[config.mk]
export PLATFORM = sky130hd
export DESIGN_NAME = firefly_led_pulse_pwm
export DESIGN_NICKNAME = d
export VERILOG_FILES = /design/src/rtl/ffp_pkg.sv /design/src/rtl/ffp_lane.sv /design/src/rtl/ffp_pwm.sv /design/src/rtl/firefly_led_pulse_pwm.sv
export VERILOG_INCLUDE_DIRS = /design/src /design/src/rtl
export SDC_FILE = /design/constraint.sdc
export NUM_CORES = 1
export LEC_CHECK = 0
export ABC_CLOCK_PERIOD_IN_PS = 4750
export BUFFER_PORTS_ARGS = -buffer_cell sky130_fd_sc_hd__clkbuf_2
export CAP_MARGIN = 10
export CELL_PAD_IN_SITES_DETAIL_PLACEMENT = 1
export CELL_PAD_IN_SITES_GLOBAL_PLACEMENT = 2
export CORE_ASPECT_RATIO = 0.5
export CORE_MARGIN = 2
export CORE_UTILIZATION = 33
export CTS_CLUSTER_SIZE = 16
export DETAILED_ROUTE_END_ITERATION = 8
export GPL_TIMING_DRIVEN = 0
export PLACE_DENSITY_LB_ADDON = 0.1
export SYNTH_ARGS = -nofsm -noshare
export SYNTH_HDL_FRONTEND = slang
export SYNTH_SLANG_ARGS = --single-unit
[constraint.sdc]
create_clock -name aclk -period 4.75 [get_ports aclk]
set_input_delay 0.2375 -clock aclk [delete_from_list [all_inputs] [get_ports aclk]]
set_output_delay 0.2375 -clock aclk [all_outputs]
set_load 0.05 [all_outputs]
[src/rtl/assert_macros.svh]
// Assertion helpers used by the top-level RTL file.
`ifndef ASSERT_MACROS_SVH
`define ASSERT_MACROS_SVH

// Same-cycle implication, disabled while reset is asserted.
`define ASSERT_NOW(label, clk, rst_n, ante, cons) \
    label: assert property (@(posedge clk) disable iff (!(rst_n)) (ante) |-> (cons)) \
        else $error("assertion failed");

// Next-cycle implication, disabled while reset is asserted.
`define ASSERT_NEXT(label, clk, rst_n, ante, cons) \
    label: assert property (@(posedge clk) disable iff (!(rst_n)) (ante) |=> (cons)) \
        else $error("assertion failed");

`endif

[src/rtl/ffp_pkg.sv]
package ffp_pkg;

    localparam int NUM_LEDS_DEF = 5;
    localparam int LANE_LIMIT   = 5;
    localparam int LEVEL_W      = 8;
    localparam int HOLD_W       = 16;
    localparam int SCALE_W      = 4;
    localparam int RND_W        = 8;
    localparam int CFG_IDX_W    = 2;
    localparam int CFG_DATA_W   = 8;

    localparam logic [LEVEL_W-1:0] MAX_LEVEL_RST = 8'd100;
    localparam logic [SCALE_W-1:0] OFF_SCALE_RST = 4'd5;
    localparam logic [LEVEL_W-1:0] PWM_COUNT_RST = 8'd255;

    // Initial off time of each LED, LED 4 first.
    localparam logic [LANE_LIMIT-1:0][HOLD_W-1:0] HOLD_RST = {
        16'd150, 16'd50, 16'd500, 16'd10, 16'd1000
    };

    typedef enum logic [CFG_IDX_W-1:0] {
        REG_MAX_LEVEL = 2'd0,
        REG_OFF_SCALE = 2'd1
    } cfg_reg_t;

    typedef enum logic {
        CMD_PWM_TICK = 1'b0,
        CMD_UPDATE   = 1'b1
    } command_t;

    typedef logic [LEVEL_W-1:0] level_t;

endpackage

[src/rtl/ffp_lane.sv]
module ffp_lane #(
    parameter int LANE_IDX = 0
) (
    input  logic                             aclk,
    input  logic                             aresetn,
    input  logic                             update_en,
    input  logic [ffp_pkg::RND_W-1:0]        rnd,
    input  ffp_pkg::level_t                  max_level,
    input  logic [ffp_pkg::SCALE_W-1:0]      off_scale,
    output ffp_pkg::level_t                  level
);

    ffp_pkg::level_t                 level_reg,  level_next;
    logic [ffp_pkg::HOLD_W-1:0]      hold_reg,   hold_next;
    logic                            ramp_reg,   ramp_next;
    logic [ffp_pkg::HOLD_W-1:0]      hold_dec;
    ffp_pkg::level_t                 level_dec;
    logic [ffp_pkg::RND_W:0]         rnd_inc;
    logic [ffp_pkg::RND_W+ffp_pkg::SCALE_W:0] off_time;

    assign hold_dec  = hold_reg - 1'b1;
    assign level_dec = level_reg - 1'b1;
    assign rnd_inc   = {1'b0, rnd} + 1'b1;
    assign off_time  = rnd_inc * off_scale;

    always_comb begin
        level_next = level_reg;
        hold_next  = hold_reg;
        ramp_next  = ramp_reg;
        if (update_en) begin
            if (level_reg == max_level) begin
                // Fully on: hold, then start ramping down.
                hold_next = hold_dec;
                if (hold_dec == '0) begin
                    level_next = level_dec;
                    ramp_next  = 1'b0;
                end
            end else if (level_reg == '0) begin
                // Off: rest, then start ramping up with a fresh on time.
                hold_next = hold_dec;
                if (hold_dec == '0) begin
                    level_next = ffp_pkg::level_t'(1);
                    ramp_next  = 1'b1;
                    hold_next  = ffp_pkg::HOLD_W'(rnd_inc);
                end
            end else if (ramp_reg) begin
                level_next = level_reg + 1'b1;
            end else begin
                level_next = level_dec;
                if (level_dec == '0) begin
                    hold_next = ffp_pkg::HOLD_W'(off_time);
                end
            end
        end
    end

    always_ff @(posedge aclk) begin
        if (!aresetn) begin
            level_reg <= '0;
            hold_reg  <= ffp_pkg::HOLD_RST[LANE_IDX];
            ramp_reg  <= 1'b0;
        end else begin
            level_reg <= level_next;
            hold_reg  <= hold_next;
            ramp_reg  <= ramp_next;
        end
    end

    assign level = level_reg;

endmodule

[src/rtl/ffp_pwm.sv]
module ffp_pwm #(
    parameter int LANES = ffp_pkg::NUM_LEDS_DEF
) (
    input  logic                                 aclk,
    input  logic                                 aresetn,
    input  logic                                 tick_en,
    input  ffp_pkg::level_t [LANES-1:0]          levels,
    output logic [ffp_pkg::LANE_LIMIT-1:0]       mask
);

    localparam logic [ffp_pkg::LANE_LIMIT-1:0] LaneMask =
        ffp_pkg::LANE_LIMIT'((1 << LANES) - 1);

    ffp_pkg::level_t                    count_reg, count_next;
    ffp_pkg::level_t [LANES-1:0]        latched_reg, latched_next;
    logic [ffp_pkg::LANE_LIMIT-1:0]     mask_reg, mask_next;
    logic [ffp_pkg::LANE_LIMIT-1:0]     clr;
    logic                               wrap;

    assign wrap = (count_reg + 1'b1) == '0;

    always_comb begin
        count_next   = count_reg;
        latched_next = latched_reg;
        mask_next    = mask_reg;
        clr          = '0;
        if (tick_en) begin
            count_next = count_reg + 1'b1;
            if (wrap) begin
                latched_next = levels;
            end
            // Each lane compares its own latched level; the results merge into one mask.
            for (int n = 0; n < LANES; n++) begin
                clr[n] = (latched_next[n] == count_next);
            end
            mask_next = (wrap ? LaneMask : mask_reg) & ~clr;
        end
    end

    always_ff @(posedge aclk) begin
        if (!aresetn) begin
            count_reg   <= ffp_pkg::PWM_COUNT_RST;
            latched_reg <= '0;
            mask_reg    <= LaneMask;
        end else begin
            count_reg   <= count_next;
            latched_reg <= latched_next;
            mask_reg    <= mask_next;
        end
    end

    assign mask = mask_reg;

endmodule

[src/rtl/firefly_led_pulse_pwm.sv]
// Firefly LED pulser with software-style PWM for up to five LEDs.
// Input channel (s_*): one item per tick. s_tuser is the command: PWM tick or
// state-update tick. s_tdata carries one random byte per LED, used only on
// update ticks. Output channel (m_*): exactly one item per input item, the
// LED drive mask as it stood before that input item was applied.
// Configuration channel (cfg_*): index 0 writes max_level, index 1 writes
// off_scale; other indexes are ignored. It is always ready.
// The result of an item is registered and valid in the cycle after the item
// is accepted. Throughput is one item per cycle while the receiver keeps up, set by
// the single output register; all LED lanes update side by side in that cycle.
// When the receiver stalls, the output register holds its item and s_tready
// drops until the item is taken, so nothing is lost or repeated.
// Reset (aresetn low, synchronous) restores the registers to their defaults,
// turns all LEDs to level zero with staggered initial off times, sets the
// PWM counter so that the first PWM tick wraps it, and empties the output.
`include "assert_macros.svh"

module firefly_led_pulse_pwm #(
    parameter int NUM_LEDS = ffp_pkg::NUM_LEDS_DEF
) (
    input  logic                              aclk,
    input  logic                              aresetn,
    // Input items
    input  logic                              s_tvalid,
    output logic                              s_tready,
    input  logic [39:0]                       s_tdata,   // random_a, random_b, ..., random_e
    input  logic                              s_tuser,   // command
    // Result items
    output logic                              m_tvalid,
    input  logic                              m_tready,
    output logic [7:0]                        m_tdata,   // led_mask, then zero fill
    // Configuration writes
    input  logic                              cfg_valid,
    output logic                              cfg_ready,
    input  logic [ffp_pkg::CFG_IDX_W-1:0]     cfg_index,
    input  logic [ffp_pkg::CFG_DATA_W-1:0]    cfg_data
);

    // There are only five random bytes and five mask bits.
    localparam int LANES = (NUM_LEDS < ffp_pkg::LANE_LIMIT) ? NUM_LEDS : ffp_pkg::LANE_LIMIT;
    localparam logic [ffp_pkg::LANE_LIMIT-1:0] LaneMask =
        ffp_pkg::LANE_LIMIT'((1 << LANES) - 1);

    ffp_pkg::level_t                   max_level_reg;
    logic [ffp_pkg::SCALE_W-1:0]       off_scale_reg;
    logic                              out_valid_reg;
    logic [ffp_pkg::LANE_LIMIT-1:0]    out_mask_reg;
    logic [ffp_pkg::LANE_LIMIT-1:0]    mask;
    ffp_pkg::level_t [LANES-1:0]       levels;
    logic                              accept;
    logic                              update_en;
    logic                              tick_en;

    assign cfg_ready = 1'b1;

    // Configuration registers.
    always_ff @(posedge aclk) begin
        if (!aresetn) begin
            max_level_reg <= ffp_pkg::MAX_LEVEL_RST;
            off_scale_reg <= ffp_pkg::OFF_SCALE_RST;
        end else if (cfg_valid && cfg_ready) begin
            case (cfg_index)
                ffp_pkg::REG_MAX_LEVEL: begin
                    max_level_reg <= cfg_data[ffp_pkg::LEVEL_W-1:0];
                end
                ffp_pkg::REG_OFF_SCALE: begin
                    off_scale_reg <= cfg_data[ffp_pkg::SCALE_W-1:0];
                end
                default: begin
                end
            endcase
        end
    end

    // An item is taken whenever the output register is empty or being drained.
    assign s_tready  = !out_valid_reg || m_tready;
    assign accept    = s_tvalid && s_tready;
    assign update_en = accept && (s_tuser == ffp_pkg::CMD_UPDATE);
    assign tick_en   = accept && (s_tuser == ffp_pkg::CMD_PWM_TICK);

    // One brightness state machine per LED.
    for (genvar n = 0; n < LANES; n++) begin : g_lane
        ffp_lane #(
            .LANE_IDX (n)
        ) u_lane (
            .aclk      (aclk),
            .aresetn   (aresetn),
            .update_en (update_en),
            .rnd       (s_tdata[n*ffp_pkg::RND_W +: ffp_pkg::RND_W]),
            .max_level (max_level_reg),
            .off_scale (off_scale_reg),
            .level     (levels[n])
        );
    end

    // PWM counter, level latch and mask merge.
    ffp_pwm #(
        .LANES (LANES)
    ) u_pwm (
        .aclk    (aclk),
        .aresetn (aresetn),
        .tick_en (tick_en),
        .levels  (levels),
        .mask    (mask)
    );

    // Output register: the mask before this item's effect.
    always_ff @(posedge aclk) begin
        if (!aresetn) begin
            out_valid_reg <= 1'b0;
        end else if (accept) begin
            out_valid_reg <= 1'b1;
        end else if (m_tready) begin
            out_valid_reg <= 1'b0;
        end
    end

    always_ff @(posedge aclk) begin
        if (accept) begin
            out_mask_reg <= mask;
        end
    end

    assign m_tvalid = out_valid_reg;
    assign m_tdata  = {{(8 - ffp_pkg::LANE_LIMIT){1'b0}}, out_mask_reg};

    `ASSERT_NEXT(a_result_follows_item, aclk, aresetn, accept, m_tvalid)
    `ASSERT_NEXT(a_result_is_old_mask, aclk, aresetn, accept,
                 m_tdata[ffp_pkg::LANE_LIMIT-1:0] == $past(mask))
    `ASSERT_NOW(a_no_phantom_lanes, aclk, aresetn, 1'b1, (mask & ~LaneMask) == '0)
    `ASSERT_NOW(a_ready_when_empty, aclk, aresetn, !m_tvalid, s_tready)

endmodule
## Word-level counts from Yosys, hierarchy flattened

Index checks and enable logic that the tools add are counted.

| storage, ports and cells | value |
|---|---|
| input bits | 56 |
| bits in registers | 196 |
| word-level logic and storage cells | 206 |

| operators by class | value |
|---|---|
| reduce and logical (&&, ||, !) cells | 50 |
| equal/unequal tests | 26 |
| muxes and demuxes | 75 |
| $add $sub $neg | 21 |
| bitwise operators | 3 |
| multipliers | 5 |

Operators with widths:

| operator | number |
|---|---|
| 2-to-1 mux 16 bit | 25 |
| 2-to-1 mux 8 bit | 25 |
| zero test 8 bit | 11 |
| equality test 8 bit | 10 |
| zero test 16 bit | 5 |
| 2-to-1 mux 40 bit | 2 |
| subtractor 16 x 1 -> 16 bit (second input constant) | 5 |
| multiplier 9 x 4 -> 13 bit | 5 |
| adder 8 x 1 -> 8 bit (second input constant) | 6 |
| adder 8 x 1 -> 9 bit (second input constant) | 5 |
| subtractor 8 x 1 -> 8 bit (second input constant) | 5 |
| AND reduction 3 bit | 10 |
| 2-to-1 mux 1 bit | 22 |
| inequality test 2 bit (second input constant) | 10 |
| AND reduction 4 bit | 5 |
| inequality test 3 bit (second input constant) | 5 |
| nonzero test 3 bit | 5 |
| nonzero test 2 bit | 6 |
| AND 5 bit | 1 |
| 2-to-1 mux 5 bit | 1 |
| NOT 5 bit | 1 |
| AND reduction 2 bit | 2 |
| logical AND 1 bit | 3 |
| equality test 2 x 1 -> 1 bit (second input constant) | 1 |
| other kinds (4) | 4 |

## Longest topological paths before layout

| depth | value |
|---|---|
| depth after elaboration | 8 |
| depth in mapped cells | 18 |

## By module

Synthesis repeated with hierarchy kept, for this count alone.

| unflattened totals | value |
|---|---|
| cells, all modules | 2,724 |
| area total of the unflattened synthesis | 21,074.0 µm² |

By module, submodules not included:

| module | area an instance (µm²) | cells each | times used |
|---|---|---|---|
| ffp_lane (g_lane[0].u_lane) | 3,517.1 | 457 | 1 |
| ffp_lane (g_lane[2].u_lane) | 3,465.8 | 451 | 1 |
| ffp_lane (g_lane[3].u_lane) | 3,380.7 | 451 | 1 |
| ffp_lane (g_lane[1].u_lane) | 3,365.7 | 446 | 1 |
| ffp_lane (g_lane[4].u_lane) | 3,314.4 | 430 | 1 |
| ffp_pwm | 3,286.9 | 421 | 1 |
| firefly_led_pulse_pwm | 743.2 | 68 | 1 |

## Worst setup path before layout

OpenSTA, ideal clock, no wires.

| path | value |
|---|---|
| path type | input-to-reg |
| start point | in s_tdata[0] |
| end point | reg g_lane[0].u_lane.hold_reg[10] (netlist name) |
| stages | 16 |
| required time | 4,619 ps |
| arrival time | 3,839 ps |
| path buffers | 0 |
| setup slack | 780 ps |
| path through | ha_1 > nand3_1 > xor2_1 > nor2b_1 > fa_1 > inv_1 > fa_1 > inv_1 > ha_1 > and2_1 > a2111oi_0 > o21bai_1 > a21oi_1 > xnor2_1 > a221oi_1 > o31ai_1 |

| on the way | value |
|---|---|
| word-level cells in the longest chain between the ends | 6 |

Ends and longest elaborated chain:

| element | line | RTL |
|---|---|---|
| start: declaration | firefly_led_pulse_pwm.sv:26 | `input logic [39:0] s_tdata,` |
| adder 8 x 1 -> 9 bit | ffp_lane.sv:23 | `assign rnd_inc = {1'b0, rnd} + 1'b1;` |
| multiplier 9 x 4 -> 13 bit | ffp_lane.sv:24 | `assign off_time = rnd_inc * off_scale;` |
| 2-to-1 mux 16 bit | ffp_lane.sv:50 | `if (level_dec == '0) begin` |
| 2-to-1 mux 16 bit | ffp_lane.sv:46 | `end else if (ramp_reg) begin` |
| 2-to-1 mux 16 bit | ffp_lane.sv:38 | `end else if (level_reg == '0) begin` |
| 2-to-1 mux 16 bit | ffp_lane.sv:31 | `if (level_reg == max_level) begin` |
| end signal: assignment | ffp_lane.sv:60 | `hold_reg <= ffp_pkg::HOLD_RST[LANE_IDX];` |
| end signal: assignment | ffp_lane.sv:64 | `hold_reg <= hold_next;` |
| end: declaration | ffp_lane.sv:14 | `logic [ffp_pkg::HOLD_W-1:0] hold_reg, hold_next;` |

Every way passes these cells. The select of a mux whose other input is x is not followed.
A chain may end at the register's enable or synchronous reset.

## Final worst setup path

| path | value |
|---|---|
| start point | reg out_valid_reg (netlist: m_tvalid) |
| end point | reg g_lane[2].u_lane.hold_reg[15] (netlist name) |

| on the way | value |
|---|---|
| word-level cells in the longest chain between the ends | 5 |

Ends and longest elaborated chain:

| element | line | RTL |
|---|---|---|
| start: declaration | firefly_led_pulse_pwm.sv:46 | `logic out_valid_reg;` |
| start signal: assignment | firefly_led_pulse_pwm.sv:110 | `out_valid_reg <= 1'b0;` |
| start signal: assignment | firefly_led_pulse_pwm.sv:112 | `out_valid_reg <= 1'b1;` |
| start signal: assignment | firefly_led_pulse_pwm.sv:114 | `out_valid_reg <= 1'b0;` |
| zero test 1 bit | firefly_led_pulse_pwm.sv:76 | `assign s_tready = !out_valid_reg \|\| m_tready;` |
| logical OR 1 bit | firefly_led_pulse_pwm.sv:76 |  |
| logical AND 1 bit | firefly_led_pulse_pwm.sv:77 | `assign accept = s_tvalid && s_tready;` |
| logical AND 1 bit | firefly_led_pulse_pwm.sv:78 | `assign update_en = accept && (s_tuser == ffp_pkg::CMD_UPDATE);` |
| AND reduction 3 bit (no source line) | - |  |
| end signal: assignment | ffp_lane.sv:60 |  |
| end signal: assignment | ffp_lane.sv:64 |  |
| end: declaration | ffp_lane.sv:14 |  |

Every way passes these cells.

==> metrics.txt <==
outcome=finished clean; Fmax=approximately 220 MHz; I/O pin total=67; Synth cell types=98; crit-path cells=nand2b_1, and3_1, clkbuf_1, clkbuf_1, clkbuf_1, clkbuf_1, o211ai_1, a21oi_1; clk slew on worst S/H paths=about 0.080 ns; dominant cell type by area after synthesis=dfxtp_1; Via density=5.806; commonest non-fill, non-tap cell in the layout=nand2_1; Core Region=around 63000 um^2; Final ANT Viol Nets=0; Nets=3100; setup TNS=0 ns; DP Wirelength=around 70000 um; Startpoint Class=register; clock tree buffer depth=2; Yosys warning total=0; Most used DFF post-synth=dfxtp_1; P_leak=roughly 9.0 nW; number of CTS-inserted buffers=17; DR pass1 iterations=5; fin crit share=0.9730; CTS tree=yes; Final Setup Violations=0; RD Place Congestion=between 0.8 and 0.9; number of global-route vias before repair=around 21000; starting density of the core=0.3320; global-route wire length before repair=around 140000 um; max-slew violation count=0; final instance area=~23000 um^2; fin cells=around 3700; critical setup path kind=reg -> reg; Placed Cells=~3700; synth top area cells=dfxtp_1, ha_1, fa_1; Crit path largest cell delay=between 0.9 and 1 ns; RSZ-0062 raised after global routing=false; Largest register FFs=80; CP endpoint kind=register; critical path peak fanout=10; ys async rst share=0; most frequent cells in the layout=nand2_1, dfxtp_1, a21oi_1, nor2_1, inv_1; headroom to the max-slew limit=0.1087; slowest cell on the critical path=clkbuf_1; Die Y=~180 um; largest net degree at the start of global routing=20; Min Clock Period, post-route=between 4 and 5 ns; share of the synthesized area in the top cell type=0.1837; Area growth, synth to finish=10.25%; WL final=around 90000 um; Worst-Skew Late Latency=0.50 ns; layout cell share with drive strength beyond 1=0.07315; DP Area=22210 um^2; Die Area=about 65000 um^2; DRC=0; Crit path top cell by count=clkbuf_1; Setup Buffers After CTS=0; Initial DRC Count=roughly 1600; Hold Path Class=in -> reg; total track usage=0.2756; clock skew=around 0.016 ns; I/O Buffers=61; Seq/Total Area, Yosys=0.1909; GRT overflow=0; number of synthesized flops with an enable pin=5; Root Driver=clkbuf_16; CTS H-tree lvls=4; syn avg cell area=7.521 um^2; max cap viols=0; flops & latches, synth=about 200; Synth Cell Area=approximately 21000 um^2; CP arrival=between 5 and 6 ns; Tot Pwr=0.006712 W; clk sink count=a little under 200; critical path data required time=around 5.2 ns; via count=21559; Cell Rows=65; die width=359.2 um; Peak supply drop=~0.00026 V; power per cell area=roughly 300 nW/um^2; Post-Syn Instances=2768; initial antenna violation count=7; hold_ws=between 0.02 and 0.03 ns; Hold Fails Final Rpt=0; worst-margin pin slew=between 1 and 1.5 ns; routed len/inst=24.41 um
==> logic make-up (layout without fill, tap and decap cells) <==
logic type / after synthesis / after routing / share of synthesized area
buffers and inverters: 360 / 461 / 0.06882
DFF: 196 / 196 / 0.1909
muxes: 41 / 41 / 0.01977
and+or+nand+nor: 1107 / 1107 / 0.2800
adders and majority gates: 186 / 186 / 0.1370
other: 2 / 9 / 0.0003608
xor gates and xnor gates: 171 / 171 / 0.07194
AOI/OAI and AO/OA: 705 / 705 / 0.2312
==> worst max-delay path, delay by kind of cell (launching register included) <==
family / cells / cell delay, ns
AO/OA/AOI/OAI: 2 / 0.38
buffers and inverters: 4 / 3.45
flip-flops: 1 / 0.31
AND/OR/NAND/NOR: 2 / 0.36
==> stage by stage <==
stage            util  setup slack [ns]
4_1_cts        0.3645           0.02252
3_5_place_dp   0.3542           -0.9266
2_1_floorplan       -            0.7805
5_1_grt        0.3658           0.01529
3_3_place_gp   0.3537           -0.9099
6_report       0.3660            0.1281
==> routing by layer <==
metal | share of wire | track usage | vias to the layer above
met5 | 0 | 0 | -
met4 | 0.015 | 0.05806 | 0
met3 | 0.066 | 0.04281 | 61
met2 | 0.41 | 0.4135 | 551
met1 | 0.51 | 0.4120 | 10817
li1 | - | - | 10130
==> final cells by class <==
type / count / area (um^2)
sequential: 196 / 3984
inverter: 158 / 593.1
antenna: 5 / 12.51
multi-input combinational: 2214 / 15450
tap: 837 / 1047
buffer: 198 / 853.3
clock buffer: 17 / 425.4
fill: 7708 / 39750
timing repair buffer: 73 / 425.4
clock inverter: 15 / 161.4
==> worst paths after layout <==
kind / slack (ns) / cells after the start / startpoint / to
worst max-delay path: 0.13 / 8 / m_tvalid$_SDFFE_PN0P_ / g_lane[2].u_lane.hold_reg[15]$_SDFFE_PN0P_
worst min-delay path: 0.03 / 3 / cfg_data[0] / off_scale_reg[0]$_SDFFE_PN1P_
worst max register to register: 0.13 / 8 / m_tvalid$_SDFFE_PN0P_ / g_lane[2].u_lane.hold_reg[15]$_SDFFE_PN0P_
worst min register to register: 0.44 / 0 / u_pwm.mask[0]$_SDFFE_PN1P_ / out_mask_reg[0]$_DFFE_PP_
==> synth_stat cells (14+ instances only) <==
library cell and number:
a211o_1 14, a211oi_1 32, a21o_1 24, a21oi_1 186, a311oi_1 17, a31oi_1 45, and2_1 89, and3_1 29
buf_2 20, clkbuf_1 159, dfxtp_1 191, fa_1 70, ha_1 116, inv_1 158, mux2i_1 40, nand2_1 285
nand2b_1 31, nand3_1 91, nand3b_1 21, nand4_1 34, nor2_1 183, nor2b_1 75, nor3_1 86, nor4_1 42
o211ai_1 26, o21a_1 18, o21ai_0 118, o22ai_1 20, o32ai_1 17, or3_1 31, or4_1 21, xnor2_1 73
xor2_1 98
==> repair_timing <==
item / in CTS / in global routing
endpoints found under the setup margin: 30 / 10
gates cloned: 0 / 0
resized for setup: 13 / 23
endpoints found under the hold margin: 6 / 0
hold buffers: 5 / 0
==> power breakdown <==
part / internal [W] / switching (W)
Sequential: 0.00174 / 0.000110
Clock: 0.000751 / 0.000864
Combinational: 0.00107 / 0.00219
No activity file was read; power rests on OpenSTA's default activity.
